### src/blpu_pkg.sv
// Types, codes and constant tables of the Blu-ray LPCM packet unpacker.
// Depends on nothing; used by the interfaces and all modules.
`default_nettype none

package blpu_pkg;

    // Result kinds.
    localparam logic [2:0] KIND_SAMPLE    = 3'd0;
    localparam logic [2:0] KIND_HDR_OK    = 3'd1;
    localparam logic [2:0] KIND_TOO_SMALL = 3'd2;
    localparam logic [2:0] KIND_BAD_DEPTH = 3'd3;
    localparam logic [2:0] KIND_BAD_RATE  = 3'd4;
    localparam logic [2:0] KIND_BAD_CHAN  = 3'd5;

    // Frame store: one slot per source channel, up to three bytes each.
    localparam int SLOT_COUNT = 8;
    localparam int SLOT_BYTES = 3;
    localparam int SLOT_BITS  = 8 * SLOT_BYTES;

    // Rate codes in the low nibble of header byte 2.
    localparam logic [3:0] RATE_CODE_48K  = 4'd1;
    localparam logic [3:0] RATE_CODE_96K  = 4'd4;
    localparam logic [3:0] RATE_CODE_192K = 4'd5;

    // Depth codes in the top two bits of header byte 3.
    localparam logic [1:0] DEPTH_CODE_16 = 2'd1;
    localparam logic [1:0] DEPTH_CODE_20 = 2'd2;
    localparam logic [1:0] DEPTH_CODE_24 = 2'd3;

    // Layouts whose channels are reordered on output.
    localparam logic [3:0] LAYOUT_5_1 = 4'd9;
    localparam logic [3:0] LAYOUT_7_0 = 4'd10;
    localparam logic [3:0] LAYOUT_7_1 = 4'd11;

    localparam logic [4:0] DEPTH_TABLE [4] = '{5'd0, 5'd16, 5'd20, 5'd24};

    localparam logic [3:0] CHAN_TABLE [16] = '{
        4'd0, 4'd1, 4'd0, 4'd2, 4'd3, 4'd3, 4'd4, 4'd4,
        4'd5, 4'd6, 4'd7, 4'd8, 4'd0, 4'd0, 4'd0, 4'd0
    };

    localparam logic [2:0] ORDER_51 [8] = '{3'd0, 3'd1, 3'd2, 3'd5, 3'd3, 3'd4, 3'd6, 3'd7};
    localparam logic [2:0] ORDER_70 [8] = '{3'd0, 3'd1, 3'd2, 3'd4, 3'd5, 3'd3, 3'd6, 3'd7};
    localparam logic [2:0] ORDER_71 [8] = '{3'd0, 3'd1, 3'd2, 3'd7, 3'd4, 3'd5, 3'd3, 3'd6};

    typedef struct packed {
        logic [7:0] data_byte;
        logic       packet_start;
        logic       packet_last;
    } t_in_item;

    typedef struct packed {
        logic [2:0]         kind;
        logic [2:0]         channel_position;
        logic signed [31:0] sample_value;
        logic               last_in_run;
        logic [3:0]         channel_count;
        logic [17:0]        sample_rate_hz;
        logic [4:0]         bits_per_sample;
        logic [25:0]        stream_rate_bps;
        logic [3:0]         layout_code;
        logic               wide_format;
    } t_out_item;

    // Describes a run of results handed from the parser to the emitter.
    typedef struct packed {
        logic        valid;
        logic        is_header;
        logic [2:0]  kind;
        logic [3:0]  ch;
        logic [17:0] rate;
        logic [4:0]  bits;
        logic [22:0] rate_depth;
        logic [3:0]  layout;
        logic        wide;
    } t_run_load;

    function automatic logic [4:0] depth_bits(input logic [1:0] code);
        return DEPTH_TABLE[code];
    endfunction

    function automatic logic [3:0] layout_channels(input logic [3:0] layout);
        return CHAN_TABLE[layout];
    endfunction

    function automatic logic [17:0] rate_hz(input logic [3:0] code);
        logic [17:0] hz;
        case (code)
            RATE_CODE_48K:  hz = 18'd48000;
            RATE_CODE_96K:  hz = 18'd96000;
            RATE_CODE_192K: hz = 18'd192000;
            default:        hz = 18'd0;
        endcase
        return hz;
    endfunction

    // Sample rate times depth, for the supported codes only.
    function automatic logic [22:0] rate_depth_product(input logic [3:0] rcode,
                                                       input logic [1:0] dcode);
        logic [22:0] prod;
        prod = 23'd0;
        case (rcode)
            RATE_CODE_48K: begin
                case (dcode)
                    DEPTH_CODE_16: prod = 23'd768000;
                    DEPTH_CODE_20: prod = 23'd960000;
                    DEPTH_CODE_24: prod = 23'd1152000;
                    default:       prod = 23'd0;
                endcase
            end
            RATE_CODE_96K: begin
                case (dcode)
                    DEPTH_CODE_16: prod = 23'd1536000;
                    DEPTH_CODE_20: prod = 23'd1920000;
                    DEPTH_CODE_24: prod = 23'd2304000;
                    default:       prod = 23'd0;
                endcase
            end
            RATE_CODE_192K: begin
                case (dcode)
                    DEPTH_CODE_16: prod = 23'd3072000;
                    DEPTH_CODE_20: prod = 23'd3840000;
                    DEPTH_CODE_24: prod = 23'd4608000;
                    default:       prod = 23'd0;
                endcase
            end
            default: prod = 23'd0;
        endcase
        return prod;
    endfunction

    // Source slot that feeds output channel pos for the given layout.
    function automatic logic [2:0] slot_order(input logic [3:0] layout, input logic [2:0] pos);
        logic [2:0] slot;
        case (layout)
            LAYOUT_5_1: slot = ORDER_51[pos];
            LAYOUT_7_0: slot = ORDER_70[pos];
            LAYOUT_7_1: slot = ORDER_71[pos];
            default:    slot = pos;
        endcase
        return slot;
    endfunction

endpackage

`default_nettype wire

### src/blpu_ifs.sv
// Valid/ready channel interfaces for packet bytes in and results out.
// Depends on blpu_pkg for the payload types.
`default_nettype none

interface blpu_in_if;
    logic                valid;
    logic                ready;
    blpu_pkg::t_in_item  payload;

    modport source (output valid, output payload, input ready);
    modport sink   (input valid, input payload, output ready);
endinterface

interface blpu_out_if;
    logic                valid;
    logic                ready;
    blpu_pkg::t_out_item payload;

    modport source (output valid, output payload, input ready);
    modport sink   (input valid, input payload, output ready);
endinterface

`default_nettype wire

### src/blpu_emitter.sv
// Result emitter: holds one run (header result or frame snapshot); drains it, one
// result per cycle unless stalled, into the output register. Depends on blpu_pkg.
`default_nettype none

module blpu_emitter (
    input  wire logic                                   i_clk,
    input  wire logic                                   i_rst_n,
    input  wire blpu_pkg::t_run_load                    i_load,
    input  wire logic [blpu_pkg::SLOT_COUNT-1:0][blpu_pkg::SLOT_BITS-1:0] i_snap,
    output logic                                        o_can_load,
    blpu_out_if.source                                  o_out
);
    import blpu_pkg::*;

    logic                                 r_run_valid;
    t_run_load                            r_run;
    logic [SLOT_COUNT-1:0][SLOT_BITS-1:0] r_snap;
    logic [2:0]                           r_idx;
    logic                                 r_out_valid;
    t_out_item                            r_out;

    logic                 advance;
    logic                 run_last;
    logic [2:0]           last_idx;
    logic [SLOT_BITS-1:0] word;
    t_out_item            n_out;

    assign last_idx   = 3'(r_run.ch - 4'd1);
    assign advance    = r_run_valid && (!r_out_valid || o_out.ready);
    assign run_last   = r_run.is_header || (r_idx == last_idx);
    assign o_can_load = !r_run_valid || (advance && run_last);

    assign word = r_snap[slot_order(r_run.layout, r_idx)];

    always_comb begin
        n_out                 = '0;
        n_out.kind            = r_run.kind;
        n_out.last_in_run     = run_last;
        n_out.channel_count   = r_run.ch;
        n_out.sample_rate_hz  = r_run.rate;
        n_out.bits_per_sample = r_run.bits;
        n_out.layout_code     = r_run.layout;
        n_out.wide_format     = r_run.wide;
        if (r_run.is_header) begin
            // Error runs carry a zero channel count, so the product is zero there.
            n_out.stream_rate_bps = 26'(r_run.ch) * 26'(r_run.rate_depth);
        end else begin
            n_out.channel_position = r_idx;
            if (r_run.wide) begin
                n_out.sample_value = {word, 8'h00};
            end else begin
                n_out.sample_value = {{16{word[SLOT_BITS-1]}}, word[SLOT_BITS-1 -: 16]};
            end
        end
    end

    always_ff @(posedge i_clk) begin
        if (!i_rst_n) begin
            r_run_valid <= 1'b0;
            r_out_valid <= 1'b0;
        end else begin
            if (i_load.valid) begin
                r_run_valid <= 1'b1;
            end else if (advance && run_last) begin
                r_run_valid <= 1'b0;
            end
            if (advance) begin
                r_out_valid <= 1'b1;
            end else if (o_out.ready) begin
                r_out_valid <= 1'b0;
            end
        end
    end

    always_ff @(posedge i_clk) begin
        if (i_load.valid) begin
            r_run  <= i_load;
            r_snap <= i_snap;
            r_idx  <= 3'd0;
        end else if (advance) begin
            r_idx <= r_idx + 3'd1;
        end
        if (advance) begin
            r_out <= n_out;
        end
    end

    assign o_out.valid   = r_out_valid;
    assign o_out.payload = r_out;

endmodule

`default_nettype wire

### src/bluray_lpcm_unpacker.sv
// Top level of the Blu-ray LPCM packet unpacker: header parser and frame store.
// Depends on blpu_pkg, blpu_ifs and blpu_emitter.
//
// Usage:
//   i_in carries one packet byte per transaction, with packet_start on the
//   first byte of a packet and packet_last on the final one. o_out carries
//   results: one info or error result per header, and one sample per coded
//   channel when a source frame completes.
//   The first result caused by a byte enters the emitter's run register
//   when the byte is accepted, then the output register that drives o_out;
//   the samples of one frame follow on consecutive cycles unless o_out
//   stalls. Throughput: one byte per cycle unless stalled. A byte that
//   completes a frame keeps i_in.ready low while the emitter drains its
//   run; a header result costs no stall.
//   The emitter holds one pending run and o_out has its own register, so a
//   new byte is taken while a finished result waits on o_out.
//   When the receiver stalls, o_out holds its transaction, the pending run
//   waits behind it, and i_in.ready drops once a run is pending.
//   Reset (synchronous, active low) returns the parser to waiting for a
//   packet start and empties the emitter; it needs no clearing pass.
`default_nettype none

module bluray_lpcm_unpacker (
    input  wire logic  i_clk,
    input  wire logic  i_rst_n,
    blpu_in_if.sink    i_in,
    blpu_out_if.source o_out
);
    import blpu_pkg::*;

    localparam logic [1:0] PHASE_IDLE    = 2'd0;
    localparam logic [1:0] PHASE_HEADER  = 2'd1;
    localparam logic [1:0] PHASE_PAYLOAD = 2'd2;
    localparam logic [1:0] PHASE_SKIP    = 2'd3;

    logic [1:0] r_phase,   n_phase;
    logic [1:0] r_hdr_pos, n_hdr_pos;
    logic [7:0] r_saved,   n_saved;
    logic [2:0] r_slot,    n_slot;
    logic [1:0] r_lane,    n_lane;
    logic [3:0] r_ch,      n_ch;
    logic [3:0] r_layout,  n_layout;
    logic       r_wide,    n_wide;

    logic [SLOT_COUNT-1:0][SLOT_BYTES-1:0][7:0] r_store;
    logic [SLOT_COUNT-1:0][SLOT_BITS-1:0]       snap;

    t_in_item   item;
    t_run_load  load;
    logic       accept;
    logic       can_load;
    logic       wr_en;
    logic [1:0] phase_eff;
    logic [1:0] hdr_pos_eff;
    logic [2:0] slot_eff;
    logic [1:0] lane_eff;
    logic [1:0] wr_elem;
    logic [1:0] last_lane;
    logic [2:0] last_slot;
    logic [4:0] h_bits;
    logic [3:0] h_layout;
    logic [17:0] h_rate;
    logic [3:0] h_ch;

    assign item        = i_in.payload;
    assign i_in.ready  = can_load;
    assign accept      = i_in.valid && can_load;

    assign phase_eff   = item.packet_start ? PHASE_HEADER : r_phase;
    assign hdr_pos_eff = item.packet_start ? 2'd0 : r_hdr_pos;
    assign slot_eff    = item.packet_start ? 3'd0 : r_slot;
    assign lane_eff    = item.packet_start ? 2'd0 : r_lane;

    // The frame holds the channel count rounded up to even.
    assign last_lane = r_wide ? 2'd2 : 2'd1;
    assign last_slot = 3'((r_ch - 4'd1) | 4'd1);
    // Lane 0 is the most significant byte of a slot.
    assign wr_elem   = 2'd2 - lane_eff;

    assign h_bits   = depth_bits(item.data_byte[7:6]);
    assign h_layout = r_saved[7:4];
    assign h_rate   = rate_hz(r_saved[3:0]);
    assign h_ch     = layout_channels(h_layout);

    always_comb begin
        n_phase   = r_phase;
        n_hdr_pos = r_hdr_pos;
        n_saved   = r_saved;
        n_slot    = r_slot;
        n_lane    = r_lane;
        n_ch      = r_ch;
        n_layout  = r_layout;
        n_wide    = r_wide;
        wr_en     = 1'b0;
        load      = '0;
        if (accept) begin
            n_phase   = phase_eff;
            n_hdr_pos = hdr_pos_eff;
            n_slot    = slot_eff;
            n_lane    = lane_eff;
            case (phase_eff)
                PHASE_HEADER: begin
                    if (hdr_pos_eff == 2'd2) begin
                        n_saved = item.data_byte;
                    end
                    if (hdr_pos_eff == 2'd3) begin
                        load.valid     = 1'b1;
                        load.is_header = 1'b1;
                        load.layout    = h_layout;
                        n_slot         = 3'd0;
                        n_lane         = 2'd0;
                        n_phase        = PHASE_SKIP;
                        if (h_bits == 5'd0) begin
                            load.kind = KIND_BAD_DEPTH;
                        end else if (h_rate == 18'd0) begin
                            load.kind = KIND_BAD_RATE;
                            load.bits = h_bits;
                            load.wide = (h_bits != 5'd16);
                        end else if (h_ch == 4'd0) begin
                            load.kind = KIND_BAD_CHAN;
                            load.rate = h_rate;
                            load.bits = h_bits;
                            load.wide = (h_bits != 5'd16);
                        end else begin
                            load.kind       = KIND_HDR_OK;
                            load.ch         = h_ch;
                            load.rate       = h_rate;
                            load.bits       = h_bits;
                            load.rate_depth = rate_depth_product(r_saved[3:0],
                                                                 item.data_byte[7:6]);
                            load.wide       = (h_bits != 5'd16);
                            n_ch            = h_ch;
                            n_layout        = h_layout;
                            n_wide          = (h_bits != 5'd16);
                            n_phase         = PHASE_PAYLOAD;
                        end
                    end else if (item.packet_last) begin
                        load.valid     = 1'b1;
                        load.is_header = 1'b1;
                        load.kind      = KIND_TOO_SMALL;
                    end else begin
                        n_hdr_pos = hdr_pos_eff + 2'd1;
                    end
                end
                PHASE_PAYLOAD: begin
                    wr_en = 1'b1;
                    if (lane_eff == last_lane && slot_eff == last_slot) begin
                        load.valid  = 1'b1;
                        load.kind   = KIND_SAMPLE;
                        load.ch     = r_ch;
                        load.layout = r_layout;
                        load.wide   = r_wide;
                        n_slot      = 3'd0;
                        n_lane      = 2'd0;
                    end else if (lane_eff == last_lane) begin
                        n_slot = slot_eff + 3'd1;
                        n_lane = 2'd0;
                    end else begin
                        n_lane = lane_eff + 2'd1;
                    end
                end
                default: begin
                end
            endcase
            if (item.packet_last) begin
                n_phase   = PHASE_IDLE;
                n_hdr_pos = 2'd0;
                n_slot    = 3'd0;
                n_lane    = 2'd0;
            end
        end
    end

    // Snapshot of the frame including the byte written in this cycle.
    always_comb begin
        for (int s = 0; s < SLOT_COUNT; s++) begin
            for (int e = 0; e < SLOT_BYTES; e++) begin
                if (wr_en && slot_eff == 3'(s) && wr_elem == 2'(e)) begin
                    snap[s][8*e +: 8] = item.data_byte;
                end else begin
                    snap[s][8*e +: 8] = r_store[s][e];
                end
            end
        end
    end

    always_ff @(posedge i_clk) begin
        if (!i_rst_n) begin
            r_phase   <= PHASE_IDLE;
            r_hdr_pos <= 2'd0;
            r_saved   <= 8'd0;
            r_slot    <= 3'd0;
            r_lane    <= 2'd0;
            r_ch      <= 4'd0;
            r_layout  <= 4'd0;
            r_wide    <= 1'b0;
        end else begin
            r_phase   <= n_phase;
            r_hdr_pos <= n_hdr_pos;
            r_saved   <= n_saved;
            r_slot    <= n_slot;
            r_lane    <= n_lane;
            r_ch      <= n_ch;
            r_layout  <= n_layout;
            r_wide    <= n_wide;
        end
    end

    always_ff @(posedge i_clk) begin
        if (wr_en) begin
            r_store[slot_eff][wr_elem] <= item.data_byte;
        end
    end

    blpu_emitter u_emitter (
        .i_clk      (i_clk),
        .i_rst_n    (i_rst_n),
        .i_load     (load),
        .i_snap     (snap),
        .o_can_load (can_load),
        .o_out      (o_out)
    );

endmodule

`default_nettype wire

### src/flat_wrapper.sv
// flat-port wrapper written by rule: the top's interface ports become plain ports
module bluray_lpcm_unpacker_flat import blpu_pkg::*;
  (i_clk, i_rst_n, i_in_valid, i_in_payload, i_in_ready, o_out_valid, o_out_payload, o_out_ready);
  blpu_in_if i_in_i ();
  blpu_out_if o_out_i ();
  input  wire logic i_clk;
  input  wire logic i_rst_n;
  input wire logic [$bits(i_in_i.valid)-1:0] i_in_valid;
  input wire logic [$bits(i_in_i.payload)-1:0] i_in_payload;
  output wire logic [$bits(i_in_i.ready)-1:0] i_in_ready;
  output wire logic [$bits(o_out_i.valid)-1:0] o_out_valid;
  output wire logic [$bits(o_out_i.payload)-1:0] o_out_payload;
  input wire logic [$bits(o_out_i.ready)-1:0] o_out_ready;
  assign i_in_i.valid = i_in_valid;
  assign i_in_i.payload = i_in_payload;
  assign i_in_ready = i_in_i.ready;
  assign o_out_valid = o_out_i.valid;
  assign o_out_payload = o_out_i.payload;
  assign o_out_i.ready = o_out_ready;
  bluray_lpcm_unpacker u_core (.i_clk(i_clk), .i_rst_n(i_rst_n), .i_in(i_in_i), .o_out(o_out_i));
endmodule
### config.mk
export PLATFORM = sky130hd
export DESIGN_NAME = bluray_lpcm_unpacker_flat
export DESIGN_NICKNAME = d
export VERILOG_FILES = /design/src/blpu_pkg.sv /design/src/blpu_ifs.sv /design/src/blpu_emitter.sv /design/src/bluray_lpcm_unpacker.sv /design/src/flat_wrapper.sv
export SDC_FILE = /design/constraint.sdc
export NUM_CORES = 1
export LEC_CHECK = 0
export BUFFER_PORTS_ARGS = -buffer_cell sky130_fd_sc_hd__buf_2
export CAP_MARGIN = 20
export CORE_ASPECT_RATIO = 1.75
export CORE_MARGIN = 10
export CORE_UTILIZATION = 59
export CTS_CLUSTER_DIAMETER = 200
export DETAILED_ROUTE_END_ITERATION = 16
export PLACE_DENSITY_LB_ADDON = 0.05
export SYNTH_ARGS = -nofsm -noshare
export SYNTH_HDL_FRONTEND = slang
export SYNTH_SLANG_ARGS = --single-unit
### constraint.sdc
create_clock -name i_clk -period 25.2 [get_ports i_clk]
set_clock_uncertainty 0.05 [all_clocks]
set_input_delay 5.04 -clock i_clk [delete_from_list [all_inputs] [get_ports i_clk]]
set_output_delay 5.04 -clock i_clk [all_outputs]
set_load 0.005 [all_outputs]
## Word level (Yosys, flattened, before mapping)

Memories as Yosys holds them, arrays and structs flattened.
Index checks and enable logic that the tools add are counted.
Widths: inputs -> output; s select.

| cells by class | value |
|---|---|
| add/subtract/negate cells | 7 |
| multiply operators | 1 |
| order comparisons | 8 |
| equal/unequal tests | 26 |
| mux-type cells | 100 |
| bitwise operators | 9 |
| reductions and logical operators | 57 |

Operators by type and width:

| operator | count |
|---|---|
| $mux 8 | 25 |
| $bwmux 192 | 1 |
| $pmux 23 s3 | 2 |
| $bmux 24 s3 | 1 |
| $demux 24 s3 | 1 |
| $pmux 22 s3 | 1 |
| $pmux 21 s3 | 1 |
| $mux 60 | 1 |
| $mux 55 | 1 |
| $pmux 18 s3 | 1 |
| $mux 50 | 1 |
| $mux 24 | 2 |
| $mux 23 | 2 |
| $mux 46 | 1 |
| $mux 3 | 14 |
| $logic_and 1x1->1 | 38 |
| $mux 2 | 16 |
| $mux 31 | 1 |
| $mul 4x23->26 | 1 |
| $mux 5 | 5 |
| $mux 22 | 1 |
| $logic_not 18->1 | 1 |
| $demux 8 s2 | 1 |
| $mux 4 | 4 |
| other kinds (48) | 85 |

| storage, ports and cells | value |
|---|---|
| flip-flop bits (word level) | 571 |
| memory bits (read-only) | 136 |
| bits of input ports | 14 |
| memories | 4 |

Memories:

| name | words | width | rd ports | clocked after Yosys merged registers in | write ports | line | source |
|---|---|---|---|---|---|---|---|
| (no name shown) | 16 | 4 | 1 | 0 | 0 | blpu_pkg.sv:83 | `return CHAN_TABLE[layout];` |
| (no name shown) | 8 | 3 | 1 | 0 | 0 | blpu_pkg.sv:138 | `LAYOUT_7_1: slot = ORDER_71[pos];` |
| (no name shown) | 8 | 3 | 1 | 0 | 0 | blpu_pkg.sv:137 | `LAYOUT_7_0: slot = ORDER_70[pos];` |
| (no name shown) | 8 | 3 | 1 | 0 | 0 | blpu_pkg.sv:136 | `LAYOUT_5_1: slot = ORDER_51[pos];` |

## Depth between registers and ports, before layout

Gate-level depths: netlist of run 1.

| logic depth | value |
|---|---|
| depth after elaboration | 12 |
| depth in mapped cells | 14 |
| depth with buffers taken out | 13 |

## Cells and area by module

From an unflattened synthesis of run 1, not the netlist that was laid out.

| second synthesis, totals | value |
|---|---|
| cells, all modules | 2028 |
| area total of the unflattened synthesis | 26648.1 um2 |

Modules (own cells, without submodules):

| module | times used | cells each | area an instance (um2) |
|---|---|---|---|
| blpu_emitter | 1 | 1214 | 16248.1 |
| bluray_lpcm_unpacker | 1 | 814 | 10400.0 |

## Least setup slack after synthesis of run 1

Ideal clock, no wire load.

| timing path | value |
|---|---|
| path kind | in2reg |
| start | in i_in_payload[1] |
| end | reg u_core.u_emitter.r_run (netlist bit u_core.u_emitter.n_out[0]) (enable) |
| data arrival time | 15.963 ns |
| setup slack | 8.360 ns |
| stages on the path | 10 |
| buffers on the path | 3 |
| path through | clkbuf_1 > nor2_1 > inv_1 > ha_1 > clkbuf_1 > and3_1 > clkbuf_1 > a21oi_1 > nor2b_1 > nor2_1 |

RTL lines:

| element | line | source |
|---|---|---|
| from (decl) | flat_wrapper.sv:9 | `input wire logic [$bits(i_in_i.payload)-1:0] i_in_payload;` |
| to (signal assigned) | blpu_emitter.sv:77 | `r_run <= i_load;` |
| to (decl) | blpu_emitter.sv:16 | `t_run_load r_run;` |

## Worst setup path in the final report of run 1

| timing path | value |
|---|---|
| start | in o_out_ready |
| end | out i_in_ready |

| on the way | value |
|---|---|
| word-level cells in the longest chain between the ends | 4 |

RTL lines:

| element | line | source |
|---|---|---|
| from (decl) | flat_wrapper.sv:13 | `input wire logic [$bits(o_out_i.ready)-1:0] o_out_ready;` |
| $logic_or 1x1->1 | blpu_emitter.sv:29 | `assign advance = r_run_valid && (!r_out_valid \|\| o_out.ready);` |
| $logic_and 1x1->1 | blpu_emitter.sv:29 |  |
| $logic_and 1x1->1 | blpu_emitter.sv:31 | `assign o_can_load = !r_run_valid \|\| (advance && run_last);` |
| $logic_or 1x1->1 | blpu_emitter.sv:31 |  |
| to (decl) | flat_wrapper.sv:10 | `output wire logic [$bits(i_in_i.ready)-1:0] i_in_ready;` |

Every way passes these cells.

==> flow_summary.json, run 1 <==
{
  "status": "finished, final reports clean",
  "clk_latency_ns": 0.56,
  "finalNetCount": 1813,
  "wl_per_cell_um": 24.0,
  "dpl.hpwl_um": 37500,
  "cts_buffers": 46,
  "relSlewSlack_pct": 21.8,
  "synth_xor_area_share_pct": 0.785,
  "clock_sinks": 527,
  "h-tree-depth": 2,
  "post-route-period-util_pct": 43.2,
  "final_max_slew_viol_count": 0,
  "finalSetupTns_ns": 0,
  "rsz0062_at_grt": "false",
  "p_sw_share_pct": 24.5,
  "cp-start-kind": "input port",
  "drive_above_1_share_pct": 13.3,
  "cp-endpoint": "i_in_ready",
  "critPathArrivalTime_ns": 5.80,
  "maxCapViolations": 0,
  "portBuffers": 94,
  "synthAdderAreaFrac_pct": 4.54,
  "crit_family": "simple AND/OR/NAND/NOR gates",
  "viasPerCell": 5.94,
  "die_y_um": 287,
  "dieArea_sq_um": 49600,
  "hold_buffers": 0,
  "hold_path.class": "reg2reg",
  "drc": 0,
  "power.leakage_nw": 9.47,
  "clockRootBuffer": "clkbuf_16",
  "die_width_um": 173,
  "pwr-share-seq_pct": 50.6,
  "post-cts-setup-buffer-count": 0,
  "irDropWorstVdd_mv": 0.0664,
  "critical_path_required_ns": 20.11,
  "syn_area_per_cell_sq_um": 14.6,
  "synth_compound_area_share_pct": 5.64,
  "critical_path_depth": 4,
  "ys_seq_area_share_pct": 64.5,
  "coreArea_sq_um": 40200,
  "cts_resized": 0,
  "clkTransAtPathRegs_ns": 0.06,
  "ant_nets": 0,
  "firstDrtPassIters": 6,
  "synth_top_family_by_area": "multiplexers",
  "period_needed_ns": 10.89,
  "grt_pass1_vias": 14300,
  "rows": 97,
  "place_ws_ns": 14.30,
  "end_kind": "primary output",
  "p_per_area_nw_per_um2": 73.3,
  "critPathMaxStageDelay_ns": 0.31,
  "cpMostUsedCell": "buf_2",
  "crit_path_start": "o_out_ready",
  "synth_edf_count": 496,
  "yosysWarningCount": 0,
  "p_sw_mw": 0.474,
  "drt-initial-drc-count": 1138,
  "start_util_pct": 59.9,
  "cts_tree": "built",
  "track_usage_pct": 22.0,
  "synthMuxAreaShare_pct": 13.3,
  "ys_ff_latch": 527,
  "p_int_mw": 1.46,
  "r2r_start": "u_core.u_emitter.n_out[54]",
  "area_growth_pct": 9.69,
  "grt_antenna_before_repair": 0,
  "grt_pass1_wl_um": 84800,
  "synth_simple_gate_area_share_pct": 8.06,
  "grt_max_degree": 86,
  "grt-ovfl-total": 0,
  "rr_endpoint": "u_core.u_emitter.r_snap[67]",
  "holdWs_ns": 0.366,
  "setup_ws_ns": 14.31,
  "synth_cells": 1652,
  "hold_viol": 0,
  "place.gp.congestion": 0.890,
  "syn-cell-area_sq_um": 24100,
  "clock.fmax_mhz": 91.8,
  "cp_max_fo": 6,
  "clk_path_buf_depth": 3,
  "rr_worst_depth": 11,
  "synthArstFlopShare_pct": 0,
  "p_comb_share_pct": 13.4,
  "antenna_cells": 0,
  "worstMarginPinSlew_ns": 1.17,
  "path_buf_inv": 2,
  "slowest_stage": "nor2b_1",
  "worstSetupPathType": "in2out",
  "synth.distinct_cells": 71,
  "synthFlopType": "edfxtp_1",
  "finalSetupViolCount": 0,
  "p_clk_share_pct": 35.9,
  "rrSetupSlack_ns": 20.05,
  "crit_chain": "buf_2 > nor2b_1 > o21ai_2 > buf_2",
  "drt-total-wl_um": 55400,
  "io_pins": 113,
  "num_vias": 13700
}
kinds of logic (layout without fill, tap and decap cells):
group / after synthesis / in the layout
xor gates and xnor gates: 20 / 20
adders and majority gates: 73 / 73
DFF: 527 / 527
AOI/OAI and AO/OA: 215 / 215
muxes: 275 / 275
buffers and inverters: 164 / 258
other: 1 / 18
and+or+nand+nor: 377 / 377
through the flow:
stage	power, mW	utilization [%]	cell area (sq um)	instances
final	1.93	65.7	26400	2307
after detailed placement	1.26	62.0	24900	2221
after CTS	1.95	65.7	26400	2306
after global routing	2.00	65.7	26400	2307
after floorplan	1.19	-	24100	1669
after global placement	1.25	62.0	24900	2221
layout make-up:
cell class              count  area (sq um)
multi-input cells         978          7880
well taps                 544           681
flip-flops and latches    527         15500
clock buffers              66          1300
clock inverters            19           174
inverters                  60           225
repair buffers            113           633
fillers                  2909         13800
registers in the layout, indices dropped and copies added (netlist names):
signal and cells:
u_core.r_store 192, u_core.u_emitter.r_snap 192, u_core.u_emitter.o_out.payload 75, u_core.u_emitter.n_out 22
u_core.u_emitter.r_run 15, u_core.r_saved 8, u_core.r_ch 4, u_core.r_layout 4
u_core.r_slot 3, u_core.u_emitter.r_idx 3, u_core.r_hdr_pos 2, u_core.r_lane 2
u_core.r_phase 2, u_core.r_wide 1, u_core.u_emitter.o_out.valid 1, u_core.u_emitter.r_run_valid 1
worst min-delay path by stage:
| stage | to | from | slack (ns) | depth (start not counted) |
|---|---|---|---|---|
| after CTS | u_core.u_emitter.o_out.payload[50] | u_core.u_emitter.n_out[50] | 0.37 | 0 |
| final | u_core.u_emitter.o_out.payload[50] | u_core.u_emitter.n_out[50] | 0.37 | 0 |
| after global placement | u_core.u_emitter.o_out.payload[53] | u_core.u_emitter.n_out[53] | 0.35 | 0 |
| after global routing | u_core.u_emitter.o_out.payload[50] | u_core.u_emitter.n_out[50] | 0.38 | 0 |
| after detailed placement | u_core.u_emitter.o_out.payload[50] | u_core.u_emitter.n_out[50] | 0.35 | 0 |
| after floorplan | u_core.u_emitter.o_out.payload[33] | u_core.u_emitter.n_out[33] | 0.35 | 0 |
cells in the final DEF (no fill, tap or decap), types with 15 or more instances in the layout:
cell type,count
mux2_1,192
clkbuf_1,16
mux2i_1,65
a22oi_1,16
clkbuf_16,49
nand2_1,94
inv_1,60
buf_4,18
a21oi_1,63
nand2_2,15
dfxtp_1,31
fa_1,24
o21ai_1,23
buf_2,94
nand3_1,38
and2_1,53
conb_1,18
o22ai_1,40
mux4_2,16
edfxtp_1,496
nor2_1,80
ha_1,49
power groups by stage:
stage / clock, mW / sequential (mW) / combinational [mW]
2_1_floorplan: 0 / 0.996 / 0.193
6_report: 0.695 / 0.980 / 0.260
3_3_place_gp: 0 / 0.998 / 0.255
5_1_grt: 0.739 / 0.980 / 0.282
4_1_cts: 0.708 / 0.979 / 0.260
3_5_place_dp: 0 / 0.998 / 0.258
synthesized netlist by cell type, types with 14 or more instances:
master / instances / area (sq um)
edfxtp_1: 496 / 14900
a22oi_1: 16 / 120
mux2_1: 192 / 2160
clkbuf_1: 50 / 188
o21ai_1: 23 / 115
buf_4: 25 / 188
ha_1: 49 / 613
dfxtp_1: 31 / 621
inv_1: 60 / 225
and2_1: 53 / 332
nor2_1: 82 / 308
buf_2: 23 / 115
mux4_2: 16 / 360
fa_1: 24 / 480
nand2_2: 15 / 93.8
nand2_1: 94 / 353
o21ai_0: 14 / 70.1
a21oi_1: 63 / 315
o22ai_1: 40 / 250
mux2i_1: 65 / 651
nand3_1: 38 / 190
metal layers:
| layer | global-route usage [%] | routed length, um | share of wire, % | vias to the layer above |
|---|---|---|---|---|
| met4 | 10.2 | 2520 | 4.6 | 0 |
| met3 | 2.68 | 2390 | 4.3 | 134 |
| li1 | - | - | - | 6306 |
| met2 | 41.9 | 30800 | 56 | 461 |
| met5 | 0 | 0 | 0 | - |
| met1 | 23.8 | 19700 | 36 | 6804 |
(Power assumes the default switching activity.)
==> run 2: changes to the inputs <==
--- a/config.mk
+++ b/config.mk
@@ -5,6 +5,7 @@
 export SDC_FILE = /design/constraint.sdc
 export NUM_CORES = 1
 export LEC_CHECK = 0
+export ABC_AREA = 1
 export BUFFER_PORTS_ARGS = -buffer_cell sky130_fd_sc_hd__buf_2
 export CAP_MARGIN = 20
 export CORE_ASPECT_RATIO = 1.75
==> constraint.sdc (replaced) <==
create_clock -name i_clk -period 10.7 [get_ports i_clk]
set_clock_uncertainty 0.05 [all_clocks]
set_input_delay 2.14 -clock i_clk [delete_from_list [all_inputs] [get_ports i_clk]]
set_output_delay 2.14 -clock i_clk [all_outputs]
set_load 0.005 [all_outputs]
==> run 2 against run 1 <==
Against the previous run: area after synthesis is 12% higher; sequential share of layout area is 5.6 points lower; global-route usage is 1.3 points higher; clock power is 130% higher; first-iteration DRC count is 35% higher; cell area is 11% higher; hold slack better by 0.0022 ns; cell count is 50% higher; combinational power is 110% higher; worst setup slack worse by 9.4 ns; clock-buffer cell count is 5 lower; highest routed layer unchanged.
==> flow_summary.json, run 2 <==
{
  "portBuffers": 94,
  "h-tree-depth": 2,
  "synthFlopType": "edfxtp_1",
  "dp_cells": 3371,
  "place.gp.congestion": 0.968,
  "relSlewSlack_pct": 30.3,
  "yosysWarningCount": 0,
  "yosysTopAreaCellShare_pct": 55.0,
  "final_common_cell": "nand2_1",
  "clk_path_buf_depth": 3,
  "hold_buffers": 0,
  "ys_ff_latch": 527,
  "ys_top_cells_by_area": "edfxtp_1, nand2_1, inv_1",
  "irDropWorstVdd_mv": 0.183,
  "die_width_um": 182,
  "clkTransAtPathRegs_ns": 0.06,
  "clk_latency_ns": 0.57,
  "cpMostUsedCell": "nand2_1",
  "grt_antenna_before_repair": 0,
  "dpl.hpwl_um": 44900,
  "dieArea_sq_um": 55200,
  "drive_above_1_share_pct": 10.2,
  "cts_resized": 0,
  "drt-initial-drc-count": 1537,
  "post-route-period-util_pct": 54.3,
  "place_area_sq_um": 27700,
  "slowest_stage": "ha_1",
  "final_max_slew_viol_count": 0,
  "grt-ovfl-total": 0,
  "start_util_pct": 59.8,
  "drt-total-wl_um": 65700,
  "r2r_start": "u_core.u_emitter.r_idx[1]",
  "ys_seq_area_share_pct": 57.3,
  "synth_cells": 2808,
  "syn-cell-area_sq_um": 27100,
  "synth_edf_count": 496,
  "hold_path.class": "reg2reg",
  "critical_path_depth": 12,
  "coreArea_sq_um": 45200,
  "nFillCells": 3654,
  "hold_depth": 0,
  "power.leakage_nw": 12.5,
  "yosysTopAreaCell": "edfxtp_1",
  "rows": 103,
  "worstMarginPinSlew_ns": 1.04,
  "min_from": "u_core.u_emitter.n_out[49]",
  "cp_max_fo": 73,
  "status": "finished, final reports clean",
  "cts_buffers": 47,
  "critPathMaxStageDelay_ns": 0.78,
  "instances_no_fill": 3459,
  "period_needed_ns": 5.81,
  "grt_max_degree": 92,
  "track_usage_pct": 23.3,
  "crit_path_start": "i_in_payload[1]",
  "finalSetupTns_ns": 0,
  "drc": 0,
  "rr_worst_depth": 16,
  "path_buf_inv": 6,
  "layout_common_cells": "nand2_1, inv_1, edfxtp_1, nand3_1, nor2_1",
  "rsz0062_at_grt": "false",
  "cp-start-kind": "input port",
  "antenna_cells": 0,
  "synthArstFlopShare_pct": 0,
  "syn_area_per_cell_sq_um": 9.64,
  "final_area_sq_um": 29200,
  "worstSetupPathType": "in2reg",
  "crit_family": "buffers and inverters",
  "critPathArrivalTime_ns": 6.02,
  "wl_per_cell_um": 19.0,
  "synth_common_cells": "nand2_1, inv_1, edfxtp_1, nand3_1, nor2_1",
  "end_kind": "flip-flop",
  "synth_most_common_cell": "nand2_1",
  "grt_pass1_vias": 18200,
  "grt_pass1_wl_um": 99400,
  "firstDrtPassIters": 6,
  "clock.fmax_mhz": 172,
  "post-cts-setup-buffer-count": 0,
  "viasPerCell": 5.40,
  "die_y_um": 303,
  "finalNetCount": 2931,
  "critical_path_required_ns": 10.90,
  "ant_nets": 0,
  "clock_sinks": 527,
  "crit_chain": "buf_2 > inv_2 > nand2_1 > inv_1 > ha_1 > nand4_2 > nand2_1 > nand2_1 > nor2_4 > buf_4 > buf_4 > buf_12",
  "cts_tree": "built",
  "hold_viol": 0,
  "clockRootBuffer": "clkbuf_16",
  "maxCapViolations": 0,
  "synth.distinct_cells": 43,
  "holdWs_ns": 0.369,
  "p_per_area_nw_per_um2": 152,
  "io_pins": 113,
  "area_growth_pct": 7.86,
  "num_vias": 18700,
  "finalSetupViolCount": 0
}
## run 2: cells by family (layout without fill, tap and decap cells)
| kind of cell | after synthesis | count (layout) | share of synthesized area (%) |
|---|---|---|---|
| XOR/XNOR | 10 | 10 | 0.324 |
| AO/OA/AOI/OAI | 294 | 294 | 8.12 |
| AND/OR/NAND/NOR | 1236 | 1236 | 20.0 |
| buffers and inverters | 667 | 724 | 10.2 |
| other | 1 | 18 | 0.0139 |
| adder cells (fa/ha/maj) | 73 | 73 | 4.04 |
| flip-flops | 527 | 527 | 57.3 |
## run 2: final cells by class
class | instances | area [sq um] | share of cell area [%]
Multi-Input combinational cell | 1631 | 8900 | 30.5
Clock buffer | 61 | 1260 | 4.32
Clock inverter | 26 | 180 | 0.617
Tap cell | 577 | 722 | 2.47
Sequential cell | 527 | 15500 | 53.1
Inverter | 517 | 1940 | 6.65
Timing Repair Buffer | 120 | 678 | 2.32
## run 2: per-stage QoR
step	setup WS (ns)	total power, mW	utilization [%]
finish	4.89	4.44	64.5
detailed placement	4.18	2.89	61.3
global route	4.58	4.61	64.5
CTS	4.78	4.47	64.5
floorplan	2.25	2.71	-
global placement	4.27	2.88	61.3
## run 2: worst register-to-register path, cell delays in order, from the launching register on
cell and delay (ns):
dfxtp_1 0.58, inv_1 0.26, ha_1 0.38, inv_1 0.07
nand2_1 0.05, nand2_1 0.07, nor2_1 0.04, nor2_1 0.13
nand2_2 0.32, nand2_2 0.69, buf_4 0.67, nand2_1 0.24
nand2_1 0.10, nand2_1 0.14, nand3_1 0.17, nand3_2 0.36
nand2_1 0.26
## run 2: where the power goes
group,total (mW),switching (mW),internal (mW)
Combinational,0.549,0.405,0.144
Clock,1.59,0.729,0.860
Sequential,2.31,0.0218,2.28
Total,4.44,1.16,3.29
## run 2: final timing paths
path / endpoint / slack [ns]
setup reg to reg: u_core.u_emitter.o_out.payload[87] / 5.94
setup / recovery: u_core.u_emitter.r_snap[48] / 4.89
hold reg to reg: u_core.u_emitter.o_out.payload[49] / 0.37
hold / removal: u_core.u_emitter.o_out.payload[49] / 0.37
## run 2: routing by layer
layer / track usage [%] / wire length (um) / up-vias
met2: 42.7 / 34200 / 629
met1: 24.4 / 24000 / 8806
met3: 3.35 / 3390 / 200
met5: 0 / 0 / -
met4: 15.2 / 4150 / 0
li1: - / - / 9048
==> run 3: changes to the inputs <==
==> constraint.sdc (replaced) <==
create_clock -name i_clk -period 5.5 [get_ports i_clk]
set_clock_uncertainty 0.05 [all_clocks]
set_input_delay 1.1 -clock i_clk [delete_from_list [all_inputs] [get_ports i_clk]]
set_output_delay 1.1 -clock i_clk [all_outputs]
set_load 0.005 [all_outputs]
==> run 3 against run 2 <==
Against the previous run: sequential power grew 94%; first-iteration DRC count shrank 3.8%; wire length increased by 4.7%; global-route usage up 1.5 points; register-to-register slack lost 4.5 ns; sequential share of layout area down 0.41 points; hold slack better by 0.0025 ns; cell count grew 0.14%; clock power is 110% higher; critical endpoint is now u_core.u_emitter.o_out.payload[81].
==> flow_summary.json, run 3 (same netlist as run 2, synthesis figures left out) <==
{
  "ant_nets": 0,
  "irDropWorstVdd_mv": 0.290,
  "drive_above_1_share_pct": 10.7,
  "grt.met3_usage_pct": 3.54,
  "cp-start-kind": "flip-flop",
  "instances_no_fill": 3464,
  "worstSetupPathType": "reg2reg",
  "start_util_pct": 59.8,
  "post-cts-setup-buffer-count": 0,
  "drt-initial-drc-count": 1478,
  "grt_use_met1_pct": 26.6,
  "clkTransAtPathRegs_ns": 0.07,
  "dieArea_sq_um": 55200,
  "p_per_area_nw_per_um2": 303,
  "worstMarginPinSlew_ns": 1.14,
  "regArea_sq_um": 15500,
  "cp_max_fo": 41,
  "p_clk_share_pct": 37.9,
  "grt_max_degree": 121,
  "clock.fmax_mhz": 244,
  "dpl.hpwl_um": 47300,
  "cts_resized": 0,
  "pwr-share-seq_pct": 50.3,
  "die_width_um": 182,
  "end_kind": "flip-flop",
  "hold_buffers": 0,
  "grt_pass1_vias": 18800,
  "holdWs_ns": 0.371,
  "final_max_slew_viol_count": 0,
  "utilization_pct": 65.1,
  "p_sw_mw": 2.28,
  "h-tree-depth": 2,
  "clockRootBuffer": "clkbuf_16",
  "post-route-period-util_pct": 74.5,
  "relSlewSlack_pct": 24.0,
  "clk_path_buf_depth": 3,
  "path_buf_inv": 2,
  "critPathArrivalTime_ns": 4.47,
  "cts_buffers": 48,
  "crit_chain": "inv_1 > ha_1 > inv_1 > nand2_1 > nand2_1 > nor2_1 > nor2_1 > nand2_2 > nand2_2 > nand2_1 > nand2_1 > nand2_1 > nand3_1 > nand3_2 > nand2_1",
  "coreArea_sq_um": 45200,
  "period_needed_ns": 4.10,
  "num_vias": 18700,
  "status": "finished, final reports clean",
  "drt-total-wl_um": 68800,
  "critical_path_required_ns": 5.87,
  "p_int_mw": 6.62,
  "slowest_stage": "nand2_2",
  "dp_cells": 3375,
  "finalNetCount": 2935,
  "finalSetupTns_ns": 0,
  "cpMostUsedCell": "nand2_1",
  "rows": 103,
  "crit_family": "simple AND/OR/NAND/NOR gates",
  "hold_path.class": "reg2reg",
  "wl_per_cell_um": 19.9,
  "clock_sinks": 527,
  "critPathMaxStageDelay_ns": 0.71,
  "portBuffers": 94,
  "power.leakage_nw": 12.6,
  "p_comb_share_pct": 11.8,
  "nFillCells": 3710,
  "met2_usage_pct": 47.6,
  "finalSetupViolCount": 0,
  "grt-ovfl-total": 0,
  "viasPerCell": 5.41,
  "grt_pass1_wl_um": 106000,
  "clk_latency_ns": 0.59,
  "layout_common_cells": "nand2_1, inv_1, edfxtp_1, nand3_1, nor2_1",
  "cts_tree": "built",
  "io_pins": 113,
  "maxCapViolations": 0,
  "p_sw_share_pct": 25.6,
  "grt.busiest_layer": "met2",
  "place.gp.congestion": 0.988,
  "grt_antenna_before_repair": 0,
  "antenna_cells": 0,
  "track_usage_pct": 24.8,
  "firstDrtPassIters": 8,
  "die_y_um": 303,
  "hold_viol": 0,
  "drc": 0,
  "final_common_cell": "nand2_1",
  "area_growth_pct": 8.70,
  "multi_input_area_sq_um": 8930,
  "rsz0062_at_grt": "false"
}
==> run 3: cell count changes in the layout (fill, tap and decap cells not counted), moves of 2 or more <==
cell and delta:
nand2_1 -2, clkbuf_1 -8, clkinvlp_4 -3, nand2_4 +2
bufinv_16 +5, clkinv_1 +3, buf_4 +2, clkinv_4 +4
==> run 3: metal layers <==
layer | vias up | wire, um
li1 | 9057 | -
met1 | 8940 | 25300
met2 | 601 | 37400
met3 | 139 | 3590
met4 | 0 | 2510
met5 | - | 0
==> run 3: worst register-to-register path: cells and delay by family, from the launching register on <==
family                     cells  cell delay (ns)
and+or+nand+nor               12             2.69
DFF                            1             0.56
adders and majority gates      1             0.35
buffers and inverters          2             0.29
==> run 3: cell type report <==
cell class	instances	area share, %
Tap cell	577	2.45
Timing Repair Buffer	123	2.42
Multi-Input combinational cell	1631	30.4
Inverter	517	6.63
Sequential cell	527	52.7
Clock inverter	37	1.28
Clock buffer	52	4.13
==> run 3: final timing paths <==
kind,start,end,slack (ns),cells after the start
worst min register to register,u_core.u_emitter.n_out[50],u_core.u_emitter.o_out.payload[50],0.37,0
worst min-delay path,u_core.u_emitter.n_out[50],u_core.u_emitter.o_out.payload[50],0.37,0
worst max-delay path,u_core.u_emitter.r_idx[1],u_core.u_emitter.o_out.payload[81],1.40,15
worst max register to register,u_core.u_emitter.r_idx[1],u_core.u_emitter.o_out.payload[81],1.40,15
==> run 3: per-stage QoR <==
step / total power, mW / worst slack, ns / cell area, sq um
final: 8.91 / 1.40 / 29400
after global routing: 9.22 / 1.02 / 29400
after CTS: 8.95 / 1.43 / 29400
after detailed placement: 5.61 / 1.44 / 27800
after global placement: 5.60 / 1.55 / 27800
after floorplan: 5.27 / -1.02 / 27200
==> run 3: power groups by stage <==
stage | Clock [mW] | Sequential, mW | Combinational [mW]
after floorplan | 0 | 4.56 | 0.713
after global placement | 0 | 4.57 | 1.03
after detailed placement | 0 | 4.57 | 1.04
after CTS | 3.43 | 4.48 | 1.04
after global routing | 3.57 | 4.49 | 1.15
final | 3.38 | 4.48 | 1.05
